--- config.mk ---
export PLATFORM = sky130hd
export DESIGN_NAME = tgf_ram
export DESIGN_NICKNAME = d
export VERILOG_FILES = /design/src/rtl/team_grouped_fifo_macros.svh /design/src/rtl/tgf_ram.sv
export SDC_FILE = /design/constraint.sdc
export NUM_CORES = 2
export LEC_CHECK = 0
export ABC_AREA = 1
export BUFFER_PORTS_ARGS = -buffer_cell sky130_fd_sc_hd__clkbuf_2
export CORE_MARGIN = 10
export CORE_UTILIZATION = 45
export DETAILED_ROUTE_END_ITERATION = 8
export GPL_TIMING_DRIVEN = 0
export PLACE_DENSITY = 0.58
export SYNTH_ARGS = -nofsm -noshare
export SYNTH_HDL_FRONTEND = slang
export SYNTH_SLANG_ARGS = --single-unit
--- constraint.sdc ---
create_clock -name clk -period 3 [get_ports clk]
set_clock_uncertainty 0.1 [all_clocks]
set_input_delay 0.3 -clock clk [delete_from_list [all_inputs] [get_ports clk]]
set_output_delay 0.3 -clock clk [all_outputs]
set_load 0.02 [all_outputs]
--- src/rtl/team_grouped_fifo_macros.svh ---
// Assertion macros for the team queue RTL.
// Included by files that carry concurrent checks; expects clk and arst_n in scope.
`ifndef TEAM_GROUPED_FIFO_MACROS_SVH
`define TEAM_GROUPED_FIFO_MACROS_SVH

`ifndef NO_ASSERTIONS

// Same-cycle implication, disabled while reset is asserted.
`define TGF_ASSERT_IMPLY(label, ante, cons) \
	label: assert property (@(posedge clk) disable iff (!arst_n) (ante) |-> (cons)) \
		else $error("team queue check failed");

// Next-cycle implication, disabled while reset is asserted.
`define TGF_ASSERT_NEXT(label, ante, cons) \
	label: assert property (@(posedge clk) disable iff (!arst_n) (ante) |=> (cons)) \
		else $error("team queue check failed");

`else

`define TGF_ASSERT_IMPLY(label, ante, cons)

`define TGF_ASSERT_NEXT(label, ante, cons)

`endif

`endif

--- src/rtl/tgf_ram.sv ---
// Generic single-port RAM with registered read data.
// No package dependency; sized by WIDTH and DEPTH.
module tgf_ram #(
	parameter int WIDTH = 8,
	parameter int DEPTH = 256
) (
	input  logic                     clk,
	input  logic                     we,
	input  logic [$clog2(DEPTH)-1:0] addr,
	input  logic [WIDTH-1:0]         wdata,
	output logic [WIDTH-1:0]         rdata
);

	logic [WIDTH-1:0] mem_q [DEPTH];
	logic [WIDTH-1:0] rdata_q;

	always_ff @(posedge clk) begin
		if (we) begin
			mem_q[addr] <= wdata;
		end
		rdata_q <= mem_q[addr];
	end

	assign rdata = rdata_q;

endmodule

==> impl_metrics.yaml <==
power:
  p_comb_share_pct: 6.5
  total_power_mw: 61.3
  p_sw_share_pct: 23.5
  intPower_mw: 46.9
  p_leak_nw: 37.7
  power.density_nw_per_um2: 641
  pwr-share-clk_pct: 41.8
  seqPwrFrac_pct: 51.7
  peakVddDrop_v: 0.000624
  p_switching_mw: 14.4
sta:
  layout_min_cycle_time_ns: 3.20
  worst_slew_pin_slew_ns: 1.47
  relSlewSlack_pct: 1.68
  finalMaxSlewViolations: 0
  max_freq_mhz: 312
  setup_violations: 82
  rsz0062_at_grt: "yes"
  period_share_pct: 107
  setup_slack_ns: -0.201
  finalHoldViolations: 0
finish:
  fin_cells: 11000
  nNetsFinal: 8300
  layout-drive-gt1-share_pct: 7.37
  syn_to_final_growth_pct: 12.8
route:
  first_pass_iters: 6
  dr.first_iter.drc_count: 6966
  drt.antenna.violating_nets: 0
  drt_wl_total_um: 267000
  wl_per_cell_um: 24.3
  routed_via_density: 5.27
  drc: 0
  vias: 57700
worst_setup_path:
  crit_chain: "clkbuf_2 -> nor2_1 -> buf_2 -> buf_2 -> inv_1 -> nor2_1 -> nand2_1 -> clkbuf_2 -> nor2_1"
  critPathMaxFanout: 10
  crit_top_cell: "nor2_1"
  end_kind: "flip-flop"
  cpPeakStageDelay_ns: 0.83
  critPathRequiredTime_ns: 3.39
  path_class: "in -> reg"
  start_kind: "input port"
  critPathSlowestCell: "nor2_1"
  critPathArrivalTime_ns: 3.59
  critPathTopFamily: "buffers and inverters"
  critical_path_buf_inv_count: 5
clocking:
  numClockSinks: 2056
  htree_num_levels: 4
  numCtsBuffers: 211
  clkLatencyLatePin_ns: 0.88
  cts_tree: "done"
  path_clk_slew_ns: 0.06
  clock_path_buffers: 3
  cts-root-buf: "clkbuf_16"
floorplanning:
  initial_core_util_pct: 45.2
  rows: 159
  ios: 26
  die-area_um2: 206000
  fp.coreArea_um2: 188000
  fp.dieW_um: 454
  chipHeight_um: 454
synth:
  synthCells: 8021
  synth_area_per_cell_um2: 10.6
  yosys_warnings: 0
  ys_seq_area_share_pct: 72.7
  syn-num-nets: 8039
  synth_cell_types: 18
  synth.cell_area_um2: 84900
  ys_ff_latch: 2056
place:
  dp.cells: 10600
  io_buffers: 23
  gp_congestion: 0.972
  dp_hpwl_um: 182000
status:
  status: "finished, violations left"
  violations: "negative setup slack"
grt:
  grt_usage_pct: 25.4
  antenna_found_initial: 15
  grt_max_degree: 111
  grt_overflow_total: 0
  grt_first_pass_wirelength_um: 378000
  grt_pass1_vias: 54400
worst_hold_path:
  hold_class: "in -> reg"
flow_run:
  cap_viol_max_count: 0
[area by class of cell]
| class | instances | area [um2] |
|---|---|---|
| clock buffer | 269 | 5580 |
| timing repair buffer | 48 | 713 |
| buffer | 417 | 1900 |
| clock inverter | 118 | 1110 |
| multi-input combinational | 5513 | 21500 |
| tap | 2495 | 3120 |
| fill | 16600 | 91900 |
| antenna | 7 | 17.5 |
| inverter | 35 | 136 |
| sequential | 2056 | 61700 |
[cell families (layout without fill, tap and decap cells)]
family,after synthesis,count (layout),synth area share [%]
other cells,0,7,0
compound gates,192,192,1.13
buf+inv,452,887,2.36
flops,2056,2056,72.7
simple gates,5321,5321,23.8
[registers in the layout, summed over array words and instances (netlist names)]
name,flops
rdata,8
mem_q,2048
[synth_stat cells]
| cell type | n | area share (%) |
|---|---|---|
| nand2_1 | 4770 | 21 |
| nand2_4 | 1 | 0.013 |
| buf_4 | 6 | 0.053 |
| edfxtp_1 | 2048 | 72 |
| o21ai_1 | 119 | 0.70 |
| nor2_8 | 1 | 0.024 |
| nand3_1 | 188 | 1.1 |
| buf_6 | 7 | 0.093 |
| inv_1 | 31 | 0.14 |
| buf_2 | 182 | 1.1 |
| dfxtp_1 | 8 | 0.19 |
| inv_2 | 2 | 0.0089 |
| clkbuf_1 | 170 | 0.75 |
| a21oi_1 | 32 | 0.19 |
| inv_4 | 2 | 0.015 |
| nor2_1 | 361 | 1.6 |
| buf_1 | 52 | 0.23 |
| o21ai_0 | 41 | 0.24 |
[routing by layer]
metal / part of all wire [%] / vias to the layer above / routed length [um] / track usage, %
met5: 0.016 / - / 42 / 0
met2: 44 / 2350 / 117000 / 38.4
met1: 42 / 28000 / 112000 / 35.6
met3: 9.3 / 484 / 24900 / 5.21
met4: 4.6 / 6 / 12300 / 10.8
li1: - / 26900 / - / -
[layout by cell type (no fill, tap or decap), types with 16 or more instances in the layout]
cell | Yosys | layout
inv_1 | 31 | 31
nand2_1 | 4770 | 4769
nor2_1 | 361 | 279
buf_16 | 0 | 16
nor2_2 | 0 | 71
a21oi_1 | 32 | 32
o21ai_0 | 41 | 41
clkbuf_2 | 0 | 22
o21ai_1 | 119 | 119
nand3_1 | 188 | 188
clkinv_1 | 0 | 47
clkinv_2 | 0 | 34
buf_2 | 182 | 177
clkbuf_1 | 170 | 211
edfxtp_1 | 2048 | 2048
buf_1 | 52 | 52
clkbuf_16 | 0 | 212
[power by group through the flow]
| stage | combinational (mW) | sequential [mW] | clock (mW) |
|---|---|---|---|
| final | 3.99 | 31.7 | 25.6 |
| after floorplan | 1.80 | 32.3 | 0 |
| after global placement | 3.80 | 32.5 | 0 |
| after CTS | 3.93 | 31.7 | 25.8 |
| after detailed placement | 3.91 | 32.3 | 0 |
| after global routing | 4.28 | 31.7 | 27.0 |
[what timing repair did]
action / in CTS / in global routing
hold buffers: 8 / 0
pin swaps: 0 / 1
resized for setup: 64 / 56
hold endpoints to repair: 310 / 0
endpoints found under the setup margin: 1126 / 539
buffers inserted: 0 / 1
gates cloned: 0 / 0
[worst min-delay path, delay by kind of cell]
family / cells / cell delay [ns]
buffers and inverters: 1 / 0.11
AND/OR/NAND/NOR: 4 / 0.62
[path summary, 6_finish.rpt]
| check | slack, ns | from | endpoint | cells after the start |
|---|---|---|---|---|
| worst max register to register | 0.60 | mem_q[152][3]$_DFFE_PP_ | rdata[3]$_DFF_P_ | 12 |
| worst max-delay path | -0.20 | addr[2] | mem_q[51][0]$_DFFE_PP_ | 9 |
| worst min register to register | 1.05 | mem_q[102][0]$_DFFE_PP_ | rdata[0]$_DFF_P_ | 10 |
| worst min-delay path | 0.13 | addr[7] | rdata[0]$_DFF_P_ | 5 |
[metrics by stage]
step           setup WS, ns  cell area [um2]  setup TNS [ns]  utilization [%]  hold WS [ns]
6_report             -0.201            95700           -6.50             51.0         0.134
5_1_grt              -0.150            95700           -5.63             51.0         0.138
4_1_cts              -0.122            95500           -8.59             50.9         0.112
3_5_place_dp          -1.39            88600        -1612.84             47.2         0.622
3_3_place_gp          -3.55            88100        -8411.40             47.0         0.622
2_1_floorplan         0.760            84900               0                -         0.299
Power figures use the tool's default switching activity.
