## src/rtl/team_grouped_fifo_macros.svh

```systemverilog
// Assertion macros for the team queue RTL.
// Included by files that carry concurrent checks; expects clk and arst_n in scope.
`ifndef TEAM_GROUPED_FIFO_MACROS_SVH
`define TEAM_GROUPED_FIFO_MACROS_SVH

`ifndef NO_ASSERTIONS

// Same-cycle implication, disabled while reset is asserted.
`define TGF_ASSERT_IMPLY(label, ante, cons) \
	label: assert property (@(posedge clk) disable iff (!arst_n) (ante) |-> (cons)) \
		else $error("team queue check failed");

// Next-cycle implication, disabled while reset is asserted.
`define TGF_ASSERT_NEXT(label, ante, cons) \
	label: assert property (@(posedge clk) disable iff (!arst_n) (ante) |=> (cons)) \
		else $error("team queue check failed");

`else

`define TGF_ASSERT_IMPLY(label, ante, cons)

`define TGF_ASSERT_NEXT(label, ante, cons)

`endif

`endif

```

## src/rtl/tgf_pkg.sv

```systemverilog
// Package for the team queue: sizes, codes, word and request structs.
// No dependencies; imported by every module of the block but tgf_ram.
package tgf_pkg;

	localparam int ELEMENT_IDS = 65536;
	localparam int TEAMS       = 256;
	localparam int TEAM_DEPTH  = 256;

	localparam int ELEM_W  = $clog2(ELEMENT_IDS);
	localparam int TEAM_W  = $clog2(TEAMS);
	localparam int SLOT_W  = $clog2(TEAM_DEPTH);
	localparam int CNT_W   = $clog2(TEAM_DEPTH + 1);
	localparam int LEN_W   = $clog2(TEAMS + 1);
	localparam int FIFO_AW = TEAM_W + SLOT_W;
	localparam int ALU_W   = (CNT_W > LEN_W) ? CNT_W : LEN_W;
	localparam int VAL_W   = 16;
	localparam int TID_W   = 8;

	typedef enum logic [1:0] {
		KIND_LOAD,
		KIND_ENQ,
		KIND_DEQ,
		KIND_NOP
	} kind_t;

	typedef enum logic [1:0] {
		STAT_OK,
		STAT_EMPTY,
		STAT_FULL
	} status_t;

	typedef struct packed {
		kind_t              kind;
		logic [VAL_W-1:0]   element;
		logic [TID_W-1:0]   team_id;
	} req_t;

	typedef struct packed {
		status_t            status;
		logic [VAL_W-1:0]   value;
	} rsp_t;

	typedef struct packed {
		logic [SLOT_W-1:0]  head;
		logic [CNT_W-1:0]   count;
	} team_state_t;

	typedef enum logic [1:0] {
		ALU_ADD,
		ALU_INC,
		ALU_DEC
	} alu_op_t;

	typedef struct packed {
		alu_op_t            op;
		logic [ALU_W-1:0]   a;
		logic [ALU_W-1:0]   b;
	} alu_req_t;

	typedef struct packed {
		logic               we;
		logic [ELEM_W-1:0]  addr;
		logic [TEAM_W-1:0]  wdata;
	} memb_req_t;

	typedef struct packed {
		logic               we;
		logic [TEAM_W-1:0]  addr;
		team_state_t        wdata;
	} team_req_t;

	typedef struct packed {
		logic               we;
		logic [FIFO_AW-1:0] addr;
		logic [VAL_W-1:0]   wdata;
	} fifo_req_t;

	typedef struct packed {
		logic               we;
		logic [TEAM_W-1:0]  addr;
		logic [TEAM_W-1:0]  wdata;
	} ord_req_t;

	typedef struct packed {
		logic               clearing;
		logic [LEN_W-1:0]   order_len;
	} seq_stat_t;

	typedef enum logic [4:0] {
		ST_CLEAR,
		ST_IDLE,
		ST_LOAD,
		ST_MEMB,
		ST_TEAM,
		ST_ENQ_SLOT,
		ST_ENQ_CNT,
		ST_ENQ_ORD,
		ST_LEN_INC,
		ST_ORD_RD,
		ST_DQ_TEAM,
		ST_DQ_FIFO,
		ST_DQ_HEAD,
		ST_DQ_CNT,
		ST_DQ_FRONT,
		ST_DQ_LEN,
		ST_DONE
	} state_t;

endpackage

```

## src/rtl/tgf_seq.sv

```systemverilog
// Sequencer of the team queue: clearing sweep, per-item step sequence, result register.
// Depends on tgf_pkg; drives the memories and the shared adder from the top level.
module tgf_seq (
	input  logic                          clk,
	input  logic                          arst_n,
	input  logic                          req_valid,
	output logic                          req_ready,
	input  tgf_pkg::req_t                 req,
	output logic                          rsp_valid,
	input  logic                          rsp_ready,
	output tgf_pkg::rsp_t                 rsp,
	output tgf_pkg::memb_req_t            memb_req,
	input  logic [tgf_pkg::TEAM_W-1:0]    memb_rdata,
	output tgf_pkg::team_req_t            team_req,
	input  tgf_pkg::team_state_t          team_rdata,
	output tgf_pkg::fifo_req_t            fifo_req,
	input  logic [tgf_pkg::VAL_W-1:0]     fifo_rdata,
	output tgf_pkg::ord_req_t             ord_req,
	input  logic [tgf_pkg::TEAM_W-1:0]    ord_rdata,
	output tgf_pkg::alu_req_t             alu_req,
	input  logic [tgf_pkg::ALU_W-1:0]     alu_sum,
	output tgf_pkg::seq_stat_t            stat
);

	import tgf_pkg::*;

	localparam logic [ELEM_W-1:0] CLR_LAST = ELEM_W'(ELEMENT_IDS - 1);

	state_t              state_q, state_d;
	logic [ELEM_W-1:0]   clr_q;
	logic [TEAM_W-1:0]   front_q;
	logic [LEN_W-1:0]    len_q;
	logic                rsp_valid_q;
	rsp_t                rsp_q;
	req_t                item_q;
	logic [TEAM_W-1:0]   t_q;
	team_state_t         ts_q;
	logic [VAL_W-1:0]    value_q;
	status_t             status_q;
	logic                rsp_load;
	logic                team_full;
	logic [CNT_W-1:0]    cnt_new;

	assign team_full = team_rdata.count >= CNT_W'(TEAM_DEPTH);
	assign cnt_new   = alu_sum[CNT_W-1:0];

	always_comb begin
		state_d   = state_q;
		req_ready = 1'b0;
		rsp_load  = 1'b0;
		memb_req  = '0;
		team_req  = '0;
		fifo_req  = '0;
		ord_req   = '0;
		alu_req   = '{op: ALU_ADD, a: '0, b: '0};
		case (state_q)
			ST_CLEAR: begin
				memb_req.we   = 1'b1;
				memb_req.addr = clr_q;
				if ({1'b0, clr_q} < (ELEM_W + 1)'(TEAMS)) begin
					team_req.we   = 1'b1;
					team_req.addr = clr_q[TEAM_W-1:0];
				end
				if (clr_q == CLR_LAST) begin
					state_d = ST_IDLE;
				end
			end
			ST_IDLE: begin
				req_ready = 1'b1;
				if (req_valid) begin
					case (req.kind)
						KIND_LOAD: state_d = ST_LOAD;
						KIND_ENQ:  state_d = ST_MEMB;
						KIND_DEQ:  state_d = (len_q == '0) ? ST_DONE : ST_ORD_RD;
						default:   state_d = ST_DONE;
					endcase
				end
			end
			ST_LOAD: begin
				memb_req.we    = 1'b1;
				memb_req.addr  = item_q.element[ELEM_W-1:0];
				memb_req.wdata = item_q.team_id[TEAM_W-1:0];
				state_d        = ST_DONE;
			end
			ST_MEMB: begin
				memb_req.addr = item_q.element[ELEM_W-1:0];
				state_d       = ST_TEAM;
			end
			ST_TEAM: begin
				team_req.addr = memb_rdata;
				state_d       = ST_ENQ_SLOT;
			end
			ST_ENQ_SLOT: begin
				alu_req.a = ALU_W'(team_rdata.head);
				alu_req.b = ALU_W'(team_rdata.count);
				if (team_full) begin
					state_d = ST_DONE;
				end else begin
					fifo_req.we    = 1'b1;
					fifo_req.addr  = {t_q, alu_sum[SLOT_W-1:0]};
					fifo_req.wdata = item_q.element;
					state_d        = ST_ENQ_CNT;
				end
			end
			ST_ENQ_CNT: begin
				alu_req.op     = ALU_INC;
				alu_req.a      = ALU_W'(ts_q.count);
				team_req.we    = 1'b1;
				team_req.addr  = t_q;
				team_req.wdata = '{head: ts_q.head, count: cnt_new};
				if (ts_q.count == '0 && len_q < LEN_W'(TEAMS)) begin
					state_d = ST_ENQ_ORD;
				end else begin
					state_d = ST_DONE;
				end
			end
			ST_ENQ_ORD: begin
				alu_req.a     = ALU_W'(front_q);
				alu_req.b     = ALU_W'(len_q);
				ord_req.we    = 1'b1;
				ord_req.addr  = alu_sum[TEAM_W-1:0];
				ord_req.wdata = t_q;
				state_d       = ST_LEN_INC;
			end
			ST_LEN_INC: begin
				alu_req.op = ALU_INC;
				alu_req.a  = ALU_W'(len_q);
				state_d    = ST_DONE;
			end
			ST_ORD_RD: begin
				ord_req.addr = front_q;
				state_d      = ST_DQ_TEAM;
			end
			ST_DQ_TEAM: begin
				team_req.addr = ord_rdata;
				state_d       = ST_DQ_FIFO;
			end
			ST_DQ_FIFO: begin
				fifo_req.addr = {t_q, team_rdata.head};
				state_d       = ST_DQ_HEAD;
			end
			ST_DQ_HEAD: begin
				alu_req.op = ALU_INC;
				alu_req.a  = ALU_W'(ts_q.head);
				state_d    = ST_DQ_CNT;
			end
			ST_DQ_CNT: begin
				// hold a zero count at zero
				if (ts_q.count != '0) begin
					alu_req.op = ALU_DEC;
					alu_req.a  = ALU_W'(ts_q.count);
				end
				team_req.we    = 1'b1;
				team_req.addr  = t_q;
				team_req.wdata = '{head: ts_q.head, count: cnt_new};
				state_d        = (cnt_new == '0) ? ST_DQ_FRONT : ST_DONE;
			end
			ST_DQ_FRONT: begin
				alu_req.op = ALU_INC;
				alu_req.a  = ALU_W'(front_q);
				state_d    = ST_DQ_LEN;
			end
			ST_DQ_LEN: begin
				alu_req.op = ALU_DEC;
				alu_req.a  = ALU_W'(len_q);
				state_d    = ST_DONE;
			end
			ST_DONE: begin
				if (!rsp_valid_q || rsp_ready) begin
					rsp_load = 1'b1;
					state_d  = ST_IDLE;
				end
			end
			default: state_d = ST_IDLE;
		endcase
	end

	always_ff @(posedge clk or negedge arst_n) begin
		if (!arst_n) begin
			state_q     <= ST_CLEAR;
			clr_q       <= '0;
			front_q     <= '0;
			len_q       <= '0;
			rsp_valid_q <= 1'b0;
		end else begin
			state_q <= state_d;
			if (state_q == ST_CLEAR) begin
				clr_q <= clr_q + ELEM_W'(1);
			end
			if (state_q == ST_LEN_INC || state_q == ST_DQ_LEN) begin
				len_q <= alu_sum[LEN_W-1:0];
			end
			if (state_q == ST_DQ_FRONT) begin
				front_q <= alu_sum[TEAM_W-1:0];
			end
			if (rsp_load) begin
				rsp_valid_q <= 1'b1;
			end else if (rsp_ready) begin
				rsp_valid_q <= 1'b0;
			end
		end
	end

	always_ff @(posedge clk) begin
		case (state_q)
			ST_IDLE: begin
				if (req_valid) begin
					item_q   <= req;
					value_q  <= '0;
					status_q <= (req.kind == KIND_DEQ && len_q == '0) ? STAT_EMPTY : STAT_OK;
				end
			end
			ST_TEAM: t_q <= memb_rdata;
			ST_ENQ_SLOT: begin
				ts_q <= team_rdata;
				if (team_full) begin
					status_q <= STAT_FULL;
				end
			end
			ST_DQ_TEAM: t_q  <= ord_rdata;
			ST_DQ_FIFO: ts_q <= team_rdata;
			ST_DQ_HEAD: begin
				value_q   <= fifo_rdata;
				ts_q.head <= alu_sum[SLOT_W-1:0];
			end
			default: ;
		endcase
		if (rsp_load) begin
			rsp_q <= '{status: status_q, value: value_q};
		end
	end

	assign rsp_valid = rsp_valid_q;
	assign rsp       = rsp_q;
	assign stat      = '{clearing: (state_q == ST_CLEAR), order_len: len_q};

endmodule

```

## config.mk

```make
export PLATFORM = sky130hd
export DESIGN_NAME = tgf_seq
export DESIGN_NICKNAME = d
export VERILOG_FILES = /design/src/rtl/team_grouped_fifo_macros.svh /design/src/rtl/tgf_pkg.sv /design/src/rtl/tgf_seq.sv
export SDC_FILE = /design/constraint.sdc
export NUM_CORES = 1
export LEC_CHECK = 0
export ABC_CLOCK_PERIOD_IN_PS = 3100
export BUFFER_PORTS_ARGS = -buffer_cell sky130_fd_sc_hd__buf_2
export CORE_ASPECT_RATIO = 0.6
export CORE_MARGIN = 1
export CORE_UTILIZATION = 45
export CTS_BUF_LIST = sky130_fd_sc_hd__clkbuf_8 sky130_fd_sc_hd__clkbuf_16
export CTS_CLUSTER_SIZE = 40
export DETAILED_ROUTE_END_ITERATION = 12
export PLACE_DENSITY = 0.81
export SLEW_MARGIN = 20
export SYNTH_ARGS = -nofsm -noshare
export SYNTH_HDL_FRONTEND = slang
export SYNTH_SLANG_ARGS = --single-unit
```

## constraint.sdc

```tcl
create_clock -name clk -period 3.1 [get_ports clk]
set_clock_uncertainty 0.1 [all_clocks]
set_input_delay 0.31 -clock clk [delete_from_list [all_inputs] [get_ports clk]]
set_output_delay 0.31 -clock clk [all_outputs]
set_load 0.05 [all_outputs]
```

==> flow_summary_export.csv <==
group,metric,value,unit
logic_synthesis,synth.yosys.warnings,0,
logic_synthesis,synth_top_family_by_area,"simple AND/OR/NAND/NOR gates",
clock_network,cts_buffer_depth,2,
setup_path,cp.required,2690,ps
logic_synthesis,syn_inst,508,
logic_synthesis,syn-cell-area,6282,sq um
drt,drt-initial-drc-count,588,
setup_path,worstSetupPathType,"reg2out",
clock_network,post_cts_buffers,0,
logic_synthesis,synth-compound-area-share,0.1303,
clock_network,cts.sinks,124,
placed_design,dp_hpwl,14530,um
drt,vias_per_cell,5.850,
setup_path,cp_cell_sequence,"or3b_1, or3_4, inv_4, buf_4, and2_1, buf_2",
floorplan,start_util,0.4611,
finish,fillers,1043,
job,maxCapViolations,0,
timing,maxSlewViolCount,0,
finish,final_cell_mix,"buf_2, edfxtp_1, and2_1, a22o_1, dfrtp_1",
drt,vias,5669,
clock_network,ctsHtreeMaxLevel,4,
finish,utilization,0.6365,
timing,fin_tns_setup,0,ps
logic_synthesis,synthDistinctLibCells,58,
timing,fin_worst_hold_slack,16.96,ps
logic_synthesis,async_flop_share,0.3145,
logic_synthesis,yosys.area_share.adder,0.001992,
finish,layout_commonest_cell,"buf_2",
setup_path,rrSetupSlack,530,ps
timing,fin_crit_sh,0.9660,
finish,drive_gt1_frac,0.4194,
global_routing,antenna_found_initial,0,
global_routing,grt_pass1_wl,30240,um
logic_synthesis,avgSynthCellArea,12.37,sq um
setup_path,crit_slowest_cell,"or3b_1",
placed_design,pre_cts_ws,407.7,ps
global_routing,grt_overflow,0,
timing,hold_violations,0,
timing,setup_viol,0,
timing,finalCriticalPeriod,2995,ps
clock_network,insertion_delay,400,ps
logic_synthesis,dominantRegCellSynth,"edfxtp_1",
clock_network,cts-root-buf,"clkbuf_16",
clock_network,cts_buffers,17,
logic_synthesis,synth_xor_area_frac,0.02231,
clock_network,cts_tree,"done",
global_routing,grt_use_total,0.2803,
placed_design,portBuffers,238,
drt,drc_errors,0,
setup_path,crit_fanout,17,
timing,relSlewSlack,0.3881,
floorplan,die_w,154.5,um
drt,dr.pass1.iters,6,
drt,wire_per_inst,20.83,um
global_routing,first_global_vias,5365,
power_and_ir_drop,ir_worst_vdd,686.2,uV
placed_design,place.gp.congestion,1.023,
timing,fin_ws,105.3,ps
drt,drt_wl_total,20190,um
floorplan,die_h,93.52,um
logic_synthesis,ys_ff_latch,124,
timing,tightest_slew,917.9,ps
power_and_ir_drop,cellLeakagePower,4.023,nW
floorplan,core-area,13630,sq um
floorplan,rows,33,
finish,fin_nets,870,
timing,max_freq,333.9,MHz
global_routing,grt_start_max_net_pins,40,
power_and_ir_drop,total_power,7.634,mW
logic_synthesis,synth_simple_gate_area_share,0.1872,
logic_synthesis,synth_edf_count,85,
setup_path,slowest_delay,490,ps
floorplan,io_pins,239,
power_and_ir_drop,p_per_area,880.4,nW/um^2
logic_synthesis,synth_mux_area_frac,0.06393,
clock_network,clk_pin_slew,50,ps
finish,antenna_cells,0,
setup_path,cp-start-kind,"flip-flop",
finish,syn2layout_area_growth,38.04,%
logic_synthesis,seq_area_frac_synth,0.5616,
hold_path,min_path_type,"in2reg",
status,status,"finished clean",
logic_synthesis,synth_nets,597,
setup_path,cp_data_arrival_time,2580,ps
floorplan,die-area,14450,sq um
drt,ant_nets,0,
timing,rsz0062_at_grt,"no",
setup_path,crit_path_end_kind,"output pin",
==> Yosys cell counts (2+ instances only) <==
library cell	instances	area (sq um)
a21oi_1	3	15.01
a221o_1	24	240.2
a22o_1	41	359.1
a22oi_1	8	60.06
a311oi_1	2	17.52
a41oi_1	2	17.52
and2_1	75	469.2
and3_1	14	87.58
and4b_1	2	20.02
buf_2	13	65.06
buf_4	3	22.52
buf_6	2	22.52
clkbuf_1	15	56.30
dfrtp_1	39	975.9
edfxtp_1	85	2552
inv_1	7	26.28
mux2_2	33	371.6
mux2i_1	3	30.03
nand2_1	14	52.55
nand2b_1	6	37.54
nand3_1	9	45.04
nand4_1	7	43.79
nor2_1	19	71.32
nor2b_1	4	25.02
nor3_1	11	55.05
nor3b_1	3	22.52
nor4_1	8	50.05
o21ai_0	4	20.02
or2_2	4	25.02
or3_1	4	25.02
or3_4	2	22.52
or3b_1	2	17.52
xnor2_1	10	87.58
xor2_1	6	52.55
==> per-stage QoR <==
stage                     cell area, sq um  cells
final                                 8672    969
after global routing                  8672    969
after global placement                7702    904
after CTS                             8642    969
after floorplan                       6284    508
after detailed placement              7702    904
==> logic make-up (layout without fill, tap and decap cells) <==
group,count (synthesis),in the layout
AO/OA/AOI/OAI,94,94
multiplexers,36,36
adder cells (fa/ha/maj),1,1
AND/OR/NAND/NOR,194,194
buffers and inverters,43,329
flip-flops,124,124
XOR/XNOR,16,16
==> per-layer routing <==
layer | global-route usage | vias to the layer above | routed length, um | part of all wire
li1 | - | 2488 | - | -
met4 | 0.06271 | 0 | 342 | 0.017
met1 | 0.3897 | 2732 | 8713 | 0.43
met5 | 0 | - | 0 | 0
met3 | 0.09361 | 42 | 2253 | 0.11
met2 | 0.4238 | 407 | 8880 | 0.44
==> flip-flops by register name, summed over array words and instances, names as in the netlist <==
name and flops:
value_q 16, status_q 2, clr_q 16, front_q 8
rsp 18, ts_q 17, rsp_valid 1, t_q 8
len_q 9, state_q 5, item_q 24
==> cell type report <==
| cell class | instances | area [sq um] | share of cell area |
|---|---|---|---|
| inverter | 8 | 32.53 | 0.003751 |
| multi-input combinational | 341 | 2560 | 0.2952 |
| timing repair buffer | 289 | 1722 | 0.1985 |
| clock inverter | 15 | 182.7 | 0.02106 |
| sequential | 124 | 3531 | 0.4072 |
| tap | 175 | 219.0 | 0.02525 |
| clock buffer | 17 | 425.4 | 0.04905 |
==> worst max-delay path: cells and delay by family (launching register included) <==
kind,cells,cell delay (ps)
simple gates,3,1050
buf+inv,3,650
flops,1,480
==> report_power, final <==
| part | switching (mW) | internal, mW |
|---|---|---|
| Sequential | 0.329 | 2.15 |
| Clock | 0.710 | 1.33 |
| Combinational | 2.24 | 0.870 |
| Total | 3.28 | 4.35 |
==> worst paths after layout <==
kind / from / end / cells after the start
worst min register to register: status_q[1] / rsp[17] / 0
worst max register to register: state_q[2] / ts_q[10] / 5
worst max-delay path: state_q[4] / fifo_req[6] / 6
max in group asynchronous: arst_n / state_q[0] / 2
min in group asynchronous: arst_n / front_q[3] / 2
worst min-delay path: rsp_ready / rsp_valid / 2
==> what timing repair did <==
action                     4_1_cts  5_1_grt
hold buffers                    33        0
setup endpoints to repair       17       58
hold endpoints to repair        71        0
gates resized for setup          1       12
(Power assumes the default switching activity.)
