$ cat config.mk
export PLATFORM = sky130hd
export DESIGN_NAME = tgf_alu
export DESIGN_NICKNAME = d
export VERILOG_FILES = /design/src/rtl/team_grouped_fifo_macros.svh /design/src/rtl/tgf_pkg.sv /design/src/rtl/tgf_alu.sv
export SDC_FILE = /design/constraint.sdc
export NUM_CORES = 1
export LEC_CHECK = 0
export BUFFER_PORTS_ARGS = -buffer_cell sky130_fd_sc_hd__buf_2
export CAP_MARGIN = 20
export CORE_MARGIN = 8
export CORE_UTILIZATION = 40
export DETAILED_ROUTE_END_ITERATION = 8
export PLACE_DENSITY = 0.72
export SKIP_LAST_GASP = 1
export SYNTH_ARGS = -nofsm -noshare
export SYNTH_HDL_FRONTEND = slang
export SYNTH_SLANG_ARGS = --single-unit
$ cat constraint.sdc
create_clock -name vclk -period 5.7
set_input_delay 0.285 -clock vclk [all_inputs]
set_output_delay 0.285 -clock vclk [all_outputs]
set_load 0.01 [all_outputs]
$ cat src/rtl/team_grouped_fifo_macros.svh
// Assertion macros for the team queue RTL.
// Included by files that carry concurrent checks; expects clk and arst_n in scope.
`ifndef TEAM_GROUPED_FIFO_MACROS_SVH
`define TEAM_GROUPED_FIFO_MACROS_SVH

`ifndef NO_ASSERTIONS

// Same-cycle implication, disabled while reset is asserted.
`define TGF_ASSERT_IMPLY(label, ante, cons) \
	label: assert property (@(posedge clk) disable iff (!arst_n) (ante) |-> (cons)) \
		else $error("team queue check failed");

// Next-cycle implication, disabled while reset is asserted.
`define TGF_ASSERT_NEXT(label, ante, cons) \
	label: assert property (@(posedge clk) disable iff (!arst_n) (ante) |=> (cons)) \
		else $error("team queue check failed");

`else

`define TGF_ASSERT_IMPLY(label, ante, cons)

`define TGF_ASSERT_NEXT(label, ante, cons)

`endif

`endif

$ cat src/rtl/tgf_pkg.sv
// Package for the team queue: sizes, codes, word and request structs.
// No dependencies; imported by every module of the block but tgf_ram.
package tgf_pkg;

	localparam int ELEMENT_IDS = 65536;
	localparam int TEAMS       = 256;
	localparam int TEAM_DEPTH  = 256;

	localparam int ELEM_W  = $clog2(ELEMENT_IDS);
	localparam int TEAM_W  = $clog2(TEAMS);
	localparam int SLOT_W  = $clog2(TEAM_DEPTH);
	localparam int CNT_W   = $clog2(TEAM_DEPTH + 1);
	localparam int LEN_W   = $clog2(TEAMS + 1);
	localparam int FIFO_AW = TEAM_W + SLOT_W;
	localparam int ALU_W   = (CNT_W > LEN_W) ? CNT_W : LEN_W;
	localparam int VAL_W   = 16;
	localparam int TID_W   = 8;

	typedef enum logic [1:0] {
		KIND_LOAD,
		KIND_ENQ,
		KIND_DEQ,
		KIND_NOP
	} kind_t;

	typedef enum logic [1:0] {
		STAT_OK,
		STAT_EMPTY,
		STAT_FULL
	} status_t;

	typedef struct packed {
		kind_t              kind;
		logic [VAL_W-1:0]   element;
		logic [TID_W-1:0]   team_id;
	} req_t;

	typedef struct packed {
		status_t            status;
		logic [VAL_W-1:0]   value;
	} rsp_t;

	typedef struct packed {
		logic [SLOT_W-1:0]  head;
		logic [CNT_W-1:0]   count;
	} team_state_t;

	typedef enum logic [1:0] {
		ALU_ADD,
		ALU_INC,
		ALU_DEC
	} alu_op_t;

	typedef struct packed {
		alu_op_t            op;
		logic [ALU_W-1:0]   a;
		logic [ALU_W-1:0]   b;
	} alu_req_t;

	typedef struct packed {
		logic               we;
		logic [ELEM_W-1:0]  addr;
		logic [TEAM_W-1:0]  wdata;
	} memb_req_t;

	typedef struct packed {
		logic               we;
		logic [TEAM_W-1:0]  addr;
		team_state_t        wdata;
	} team_req_t;

	typedef struct packed {
		logic               we;
		logic [FIFO_AW-1:0] addr;
		logic [VAL_W-1:0]   wdata;
	} fifo_req_t;

	typedef struct packed {
		logic               we;
		logic [TEAM_W-1:0]  addr;
		logic [TEAM_W-1:0]  wdata;
	} ord_req_t;

	typedef struct packed {
		logic               clearing;
		logic [LEN_W-1:0]   order_len;
	} seq_stat_t;

	typedef enum logic [4:0] {
		ST_CLEAR,
		ST_IDLE,
		ST_LOAD,
		ST_MEMB,
		ST_TEAM,
		ST_ENQ_SLOT,
		ST_ENQ_CNT,
		ST_ENQ_ORD,
		ST_LEN_INC,
		ST_ORD_RD,
		ST_DQ_TEAM,
		ST_DQ_FIFO,
		ST_DQ_HEAD,
		ST_DQ_CNT,
		ST_DQ_FRONT,
		ST_DQ_LEN,
		ST_DONE
	} state_t;

endpackage

$ cat src/rtl/tgf_alu.sv
// Shared adder unit used by the sequencer for every pointer and count update but the sweep address.
// Depends on tgf_pkg.
module tgf_alu (
	input  tgf_pkg::alu_req_t             req,
	output logic [tgf_pkg::ALU_W-1:0]     sum
);

	import tgf_pkg::*;

	always_comb begin
		case (req.op)
			ALU_ADD: sum = req.a + req.b;
			ALU_INC: sum = req.a + ALU_W'(1);
			ALU_DEC: sum = req.a - ALU_W'(1);
			default: sum = req.a;
		endcase
	end

endmodule

==> flow_metrics.env, run 1 <==
export IMPL_status="completed"
export IMPL_yosysSeqAreaShare_pct=0
export IMPL_post_cts_buffers=0
export IMPL_yosys_cell_types_count=33
export IMPL_coreArea_mm2=0.00171
export IMPL_routed_via_density=5.22
export IMPL_synth_cells=99
export IMPL_layout_drive_gt1_share_pct=29.8
export IMPL_setup_viol_count_final=0
export IMPL_gp_congestion=0.800
export IMPL_nFlopsAndLatches=0
export IMPL_io_buffers=29
export IMPL_crit_fanout=10
export IMPL_cp_data_required_time_ns=5.41
export IMPL_setup_tns_ns=0
export IMPL_min_period_ns=3.35
export IMPL_die_y_um=58.4
export IMPL_crit_end="sum[8]"
export IMPL_fin_cells=149
export IMPL_regArea_um2=0
export IMPL_min_path_type="input port to output pin"
export IMPL_ctsHoldBuffers=0
export IMPL_finalWirelength_um=1720
export IMPL_startpoint_type="input port"
export IMPL_overflow=0
export IMPL_fin_crit_sh_pct=58.8
export IMPL_synthesis_area_um2=721
export IMPL_whs_path_depth=3
export IMPL_final_max_slew_violation_count=0
export IMPL_final_common_cell="buf_2"
export IMPL_grt_pass1_wl_um=2950
export IMPL_syn2layout_area_growth_pct=22.2
export IMPL_row_count=15
export IMPL_n_fill_cell=175
export IMPL_critPathKind="input port to output pin"
export IMPL_worst_slew_pin_slew_ns=0.595
export IMPL_drc=0
export IMPL_cp_end_kind="output pin"
export IMPL_ir_drop_mv=0.0520
export IMPL_worstPathArrival_ns=3.07
export IMPL_synth_avg_cell_area_um2=7.28
export IMPL_grt_use_total_pct=9.87
export IMPL_clock_buffers=0
export IMPL_hold_viol=0
export IMPL_placed_cells=149
export IMPL_antenna_cells=0
export IMPL_synth_top_cell_area_share_pct=19.1
export IMPL_leakage_nw=0.392
export IMPL_antenna_found_initial=0
export IMPL_startpoint="req[18]"
export IMPL_layout_common_cells="buf_2 (29), ha_1 (11), nand2_1 (10), a21oi_1 (9), o21ai_0 (9)"
export IMPL_fin_nets=158
export IMPL_start_util_pct=42.2
export IMPL_max_cap_violations=0
export IMPL_clock_fmax_mhz=298
export IMPL_dp_hpwl_um=1510
export IMPL_drtIter0Drc=22
export IMPL_floorplan_io_pins=29
export IMPL_slew_headroom_pct=60.3
export IMPL_grt_max_degree=21
export IMPL_die_area_mm2=0.00342
export IMPL_fp_dieW_um=58.4
export IMPL_synth_top_cell_by_area="ha_1"
export IMPL_synth_nets=131
export IMPL_powerDensity_mw_per_mm2=136
export IMPL_synth_warnings=0
export IMPL_cts_resized=0
export IMPL_routedWlPerCell_um=11.5
export IMPL_drtAntennaViolNets=0
export IMPL_first_pass_iters=4
export IMPL_grt_pass1_vias=733
export IMPL_vias=778
export IMPL_rsz0062_at_grt="false"
export IMPL_ys_top_cells_by_area="ha_1 (19%), a21oi_1 (6.3%), o21ai_0 (6.3%)"
area by class of cell:
| class | count | area (µm²) | area share (%) |
|---|---|---|---|
| multi-input combinational | 89 | 682 | 77.4 |
| timing repair buffer | 29 | 145 | 16.5 |
| tap | 25 | 31.3 | 3.55 |
| inverter | 6 | 22.5 | 2.56 |
critical path, cell delays in order:
cell	delay, ns
buf_2	0.11
ha_1	0.40
nor2b_1	0.46
a21oi_1	0.16
fa_1	0.48
a211oi_1	0.27
o21ai_0	0.15
and3b_2	0.22
mux2_2	0.26
xor2_1	0.14
buf_2	0.13
routing by layer:
layer / share of wire [%] / global-route usage, %
met3: 6.1 / 1.30
met2: 47 / 19.2
met5: 0 / 0
met4: 0 / 0
met1: 47 / 11.6
metrics by stage:
step / hold WS [ns] / area (µm²) / utilization, % / total power, mW / worst slack (ns)
after floorplan: 0.650 / 721 / - / 0.0819 / 2.74
after global placement: 0.839 / 881 / 51.6 / 0.118 / 2.42
after detailed placement: 0.843 / 881 / 51.6 / 0.120 / 2.36
after CTS: 0.844 / 881 / 51.6 / 0.120 / 2.36
after global routing: 0.846 / 881 / 51.6 / 0.134 / 2.19
final: 0.839 / 881 / 51.6 / 0.119 / 2.35
where the power goes:
| part | internal, mW | leakage (nW) | total [mW] | switching, mW |
|---|---|---|---|---|
| combinational | 0.0551 | 0.392 | 0.119 | 0.0644 |
| sequential | 0 | 0 | 0 | 0 |
| clock | 0 | 0 | 0 | 0 |
how the worst min path moves through the flow:
stage / startpoint / to / slack, ns
finish: req[17] / sum[8] / 0.84
CTS: req[17] / sum[8] / 0.84
global placement: req[17] / sum[8] / 0.84
global route: req[17] / sum[8] / 0.85
floorplan: req[17] / sum[8] / 0.65
detailed placement: req[17] / sum[8] / 0.84
cells by family after synthesis:
family | synth area share [%]
multiplexers | 3.12
buffers and inverters | 5.38
AO/OA/AOI/OAI | 30.6
adder cells (fa/ha/maj) | 21.9
XOR/XNOR | 10.9
AND/OR/NAND/NOR | 28.1
cell usage after synthesis (3+ instances only):
cell	instances
o31ai_1	3
xnor2_1	5
o21ai_0	9
nor2_1	5
a21oi_1	9
xor2_1	4
clkbuf_1	3
nor2b_1	3
nand2_1	10
inv_1	6
ha_1	11
Power figures use the tool's default switching activity.
==> run 2, diff against run 1 <==
--- a/config.mk
+++ b/config.mk
@@ -5,12 +5,13 @@
 export SDC_FILE = /design/constraint.sdc
 export NUM_CORES = 1
 export LEC_CHECK = 0
+export ABC_AREA = 1
 export BUFFER_PORTS_ARGS = -buffer_cell sky130_fd_sc_hd__buf_2
 export CAP_MARGIN = 20
 export CORE_MARGIN = 8
 export CORE_UTILIZATION = 40
 export DETAILED_ROUTE_END_ITERATION = 8
-export PLACE_DENSITY = 0.72
+export PLACE_DENSITY = 0.71
 export SKIP_LAST_GASP = 1
 export SYNTH_ARGS = -nofsm -noshare
 export SYNTH_HDL_FRONTEND = slang
==> constraint.sdc (replaced) <==
create_clock -name vclk -period 3.35
set_input_delay 0.1675 -clock vclk [all_inputs]
set_output_delay 0.1675 -clock vclk [all_outputs]
set_load 0.01 [all_outputs]
==> run 2 against run 1 <==
Clock-buffer cell count is the same. Non-clock buffer count is the same. Global-route usage grew 0.51 points. Via count grew 16%. Worst hold slack lost 0.21 ns. Power grew 95%. Design area grew 6.0%. Die area grew 4.3%. Combinational power grew 95%. First-iteration DRC count shrank 36%. Core utilization shrank 2.0 points. Largest cell class unchanged.
==> flow_metrics.env, run 2 <==
export IMPL_status="completed"
export IMPL_layout_drive_gt1_share_pct=29.2
export IMPL_fin_ws_ns=0.726
export IMPL_holdPathEnd="sum[8]"
export IMPL_synth_warnings=0
export IMPL_synthesis_area_um2=763
export IMPL_row_count=16
export IMPL_antenna_found_initial=0
export IMPL_hold_viol=0
export IMPL_routedWlPerCell_um=10.0
export IMPL_fin_nets=195
export IMPL_hold_path_startpoint="req[17]"
export IMPL_synth_top_cell_by_area="nand2_1"
export IMPL_clock_fmax_mhz=381
export IMPL_cp_data_required_time_ns=3.18
export IMPL_cp_end_kind="output pin"
export IMPL_finalWirelength_um=1890
export IMPL_placed_cells=188
export IMPL_leakage_nw=0.540
export IMPL_io_buffers=29
export IMPL_synth_commonest_cells="nand2_1 (38), inv_1 (17), nor2_1 (12)"
export IMPL_synth_nets=166
export IMPL_ys_top_cells_by_area="nand2_1 (19%), ha_1 (18%), inv_1 (8.4%)"
export IMPL_ctsHoldBuffers=0
export IMPL_worstPathArrival_ns=2.46
export IMPL_synth_top_cell_area_share_pct=18.7
export IMPL_die_area_mm2=0.00356
export IMPL_final_core_util_pct=49.6
export IMPL_placed_area_um2=933
export IMPL_grt_pass1_vias=824
export IMPL_ir_drop_mv=0.0920
export IMPL_final_common_cell="nand2_1"
export IMPL_setup_viol_count_final=0
export IMPL_regArea_um2=0
export IMPL_layout_common_cells="nand2_1 (38), buf_2 (29), inv_1 (17), nor2_1 (12), ha_1 (11)"
export IMPL_crit_fanout=9
export IMPL_yosysSeqAreaShare_pct=0
export IMPL_post_cts_buffers=0
export IMPL_syn2layout_area_growth_pct=22.3
export IMPL_grt_use_total_pct=10.4
export IMPL_floorplan_io_pins=29
export IMPL_drtAntennaViolNets=0
export IMPL_clock_buffers=0
export IMPL_grt_max_degree=13
export IMPL_whs_path_depth=4
export IMPL_startpoint_type="input port"
export IMPL_min_path_type="input port to output pin"
export IMPL_first_pass_iters=4
export IMPL_coreArea_mm2=0.00188
export IMPL_final_area_um2=933
export IMPL_place_ws_ns=0.719
export IMPL_p_total_uw=232
export IMPL_setup_tns_ns=0
export IMPL_die_y_um=59.7
export IMPL_fp_dieW_um=59.7
export IMPL_cts_resized=0
export IMPL_yosys_cell_count_top_type="nand2_1"
export IMPL_rsz0062_at_grt="false"
export IMPL_fin_crit_sh_pct=78.3
export IMPL_max_cap_violations=0
export IMPL_gp_congestion=0.858
export IMPL_fin_cells=188
export IMPL_synth_avg_cell_area_um2=5.70
export IMPL_vias=901
export IMPL_slew_headroom_pct=70.9
export IMPL_synth_cells=134
export IMPL_holdWs_ns=0.628
export IMPL_grt_util_met1_pct=11.2
export IMPL_antenna_cells=0
export IMPL_min_period_ns=2.62
export IMPL_grt_use_met3_pct=1.29
export IMPL_yosys_cell_types_count=27
export IMPL_critPathKind="input port to output pin"
export IMPL_grt_busiest_layer="met2"
export IMPL_drc=0
export IMPL_met2_usage_pct=21.4
export IMPL_final_max_slew_violation_count=0
export IMPL_routed_via_density=4.79
export IMPL_dp_hpwl_um=1730
export IMPL_powerDensity_mw_per_mm2=249
export IMPL_nFlopsAndLatches=0
export IMPL_worst_slew_pin_slew_ns=0.436
export IMPL_n_fill_cell=223
export IMPL_drtIter0Drc=14
export IMPL_overflow=0
export IMPL_multi_input_area_um2=679
export IMPL_start_util_pct=40.6
export IMPL_grt_pass1_wl_um=3120
run 2: cell count changes after synthesis, moves of 4 or more:
cell | previous run | this run
inv_1 | 6 | 17
nand2_1 | 10 | 38
nand2_2 | 0 | 5
nand3_1 | 0 | 7
nor2_1 | 5 | 12
o21ai_1 | 0 | 4
xnor2_1 | 5 | 1
run 2: power by group:
part / internal [mW] / switching, mW
sequential: 0 / 0
combinational: 0.0961 / 0.136
clock: 0 / 0
run 2: cell type report:
type | instances | share of cell area, %
Tap cell | 27 | 3.62
Inverter | 20 | 8.04
Multi-Input combinational cell | 112 | 72.8
Timing Repair Buffer | 29 | 15.5
run 2: cells by family (layout without fill, tap and decap cells):
family | Yosys count | in the layout | share of synthesized area (%)
AND/OR/NAND/NOR | 74 | 74 | 48.2
AO/OA/AOI/OAI | 23 | 23 | 16.7
buffers and inverters | 22 | 49 | 11.0
adder cells (fa/ha/maj) | 12 | 12 | 20.7
XOR/XNOR | 3 | 3 | 3.44
run 2: worst max-delay path by stage:
stage / slack, ns / from / cells after the start / endpoint
floorplan: 1.14 / req[19] / 15 / sum[8]
global placement: 0.83 / req[19] / 17 / sum[8]
detailed placement: 0.72 / req[19] / 16 / sum[8]
CTS: 0.72 / req[19] / 16 / sum[8]
global route: 0.54 / req[19] / 16 / sum[8]
finish: 0.73 / req[19] / 16 / sum[8]
run 2: metal layers:
layer	share of wire, %	up-vias
li1	-	488
met1	46	394
met2	49	19
met3	4.5	0
met4	0	0
met5	0	-
run 2: worst max-delay path, stage by stage:
cell and delay, ns:
buf_2 0.09, inv_1 0.04, ha_1 0.38, or2_1 0.29, o21ai_0 0.24, fa_1 0.47
nand2_2 0.09, nand2_2 0.07, nand2_4 0.08, nor2_4 0.05, nor2_8 0.08, nand3_2 0.09
nand3_2 0.09, nand2_1 0.05, nand2_1 0.04, buf_2 0.12
==> run 3, diff against run 2 <==
==> constraint.sdc (replaced) <==
create_clock -name vclk -period 2.6
set_input_delay 0.13 -clock vclk [all_inputs]
set_output_delay 0.13 -clock vclk [all_outputs]
set_load 0.01 [all_outputs]
==> run 3 against run 2 <==
Global-route usage rose by 0.79 points. Flip-flop and latch count did not move. Die area did not move. Worst hold slack got worse by 0.068 ns. Non-clock buffer count increased by 1. Core utilization is 0.53 points higher. Via count decreased by 1.1%. Cell count increased by 0.53%. Critical endpoint unchanged.
==> flow_metrics.env, run 3 (synthesized netlist as in run 2, its figures left out) <==
export IMPL_ir_drop_mv=0.140
export IMPL_post_cts_buffers=0
export IMPL_ctsHoldBuffers=0
export IMPL_finalWirelength_um=1930
export IMPL_clock_fmax_mhz=422
export IMPL_multi_input_area_um2=682
export IMPL_clock_buffers=0
export IMPL_grt_use_total_pct=11.2
export IMPL_regArea_um2=0
export IMPL_placed_cells=189
export IMPL_min_period_ns=2.37
export IMPL_grt_pass1_vias=858
export IMPL_status="completed"
export IMPL_syn2layout_area_growth_pct=23.6
export IMPL_drc=0
export IMPL_hold_viol=0
export IMPL_start_util_pct=40.6
export IMPL_fin_nets=196
export IMPL_antenna_found_initial=0
export IMPL_floorplan_io_pins=29
export IMPL_cts_resized=0
export IMPL_fin_cells=189
export IMPL_coreArea_mm2=0.00188
export IMPL_layout_drive_gt1_share_pct=30.2
export IMPL_drtIter0Drc=28
export IMPL_worst_slew_pin_slew_ns=0.443
export IMPL_layout_common_cells="nand2_1 (38), buf_2 (29), inv_1 (17), nor2_1 (11), ha_1 (11)"
export IMPL_io_buffers=29
export IMPL_fp_dieW_um=59.7
export IMPL_critPathKind="input port to output pin"
export IMPL_max_cap_violations=0
export IMPL_powerDensity_mw_per_mm2=320
export IMPL_cp_data_required_time_ns=2.47
export IMPL_die_area_mm2=0.00356
export IMPL_crit_fanout=9
export IMPL_dp_hpwl_um=1770
export IMPL_setup_tns_ns=0
export IMPL_n_fill_cell=225
export IMPL_place_ws_ns=0.219
export IMPL_overflow=0
export IMPL_worstPathArrival_ns=2.24
export IMPL_cp_end_kind="output pin"
export IMPL_startpoint_type="input port"
export IMPL_routed_via_density=4.71
export IMPL_gp_congestion=0.857
export IMPL_setup_viol_count_final=0
export IMPL_fin_crit_sh_pct=91.1
export IMPL_rsz0062_at_grt="false"
export IMPL_row_count=16
export IMPL_leakage_nw=0.544
export IMPL_nFlopsAndLatches=0
export IMPL_min_path_type="input port to output pin"
export IMPL_routedWlPerCell_um=10.2
export IMPL_die_y_um=59.7
export IMPL_slew_headroom_pct=70.5
export IMPL_final_common_cell="nand2_1"
export IMPL_first_pass_iters=4
export IMPL_final_max_slew_violation_count=0
export IMPL_vias=891
export IMPL_drtAntennaViolNets=0
export IMPL_fin_ws_ns=0.232
export IMPL_antenna_cells=0
export IMPL_grt_max_degree=13
export IMPL_grt_pass1_wl_um=3330
## run 3: per-layer routing
layer / GRT usage (%) / share of wire, % / vias up
li1: - / - / 485
met1: 13.4 / 46 / 382
met2: 21.7 / 50 / 24
met3: 0.860 / 4.1 / 0
met4: 0 / 0 / 0
met5: 0 / 0 / -
## run 3: path summary, 6_finish.rpt
path                      to    start  depth (start not counted)  slack [ns]
worst max-delay path  sum[8]  req[19]                         16        0.23
worst min-delay path  sum[8]  req[17]                          4        0.56
## run 3: metrics by stage
step | total power, mW | util (%) | hold WS, ns | cell area (µm²)
2_1_floorplan | 0.219 | - | 0.375 | 763
3_3_place_gp | 0.296 | 50.0 | 0.554 | 941
3_5_place_dp | 0.304 | 50.0 | 0.561 | 941
4_1_cts | 0.305 | 50.0 | 0.561 | 941
5_1_grt | 0.342 | 50.1 | 0.596 | 943
6_report | 0.302 | 50.1 | 0.561 | 943
## run 3: critical path, cell delays in order
cell and delay, ns:
buf_2 0.09, inv_1 0.04, ha_1 0.27, or2_1 0.24, o21ai_0 0.23, fa_1 0.47
nand2_2 0.09, nand2_2 0.07, nand2_4 0.08, nor2_4 0.05, nor2_8 0.08, nand3_2 0.09
nand3_2 0.08, nand2_1 0.05, nand2_1 0.05, buf_2 0.13
## run 3: area by class of cell
class | count | area share [%]
Inverter | 20 | 7.96
Multi-Input combinational cell | 112 | 72.3
Tap cell | 27 | 3.58
Timing Repair Buffer | 30 | 16.2
## run 3: where the power goes
| group | internal, mW | switching, mW | total [mW] |
|---|---|---|---|
| registers | 0 | 0 | 0 |
| clock network | 0 | 0 | 0 |
| logic | 0.126 | 0.176 | 0.302 |
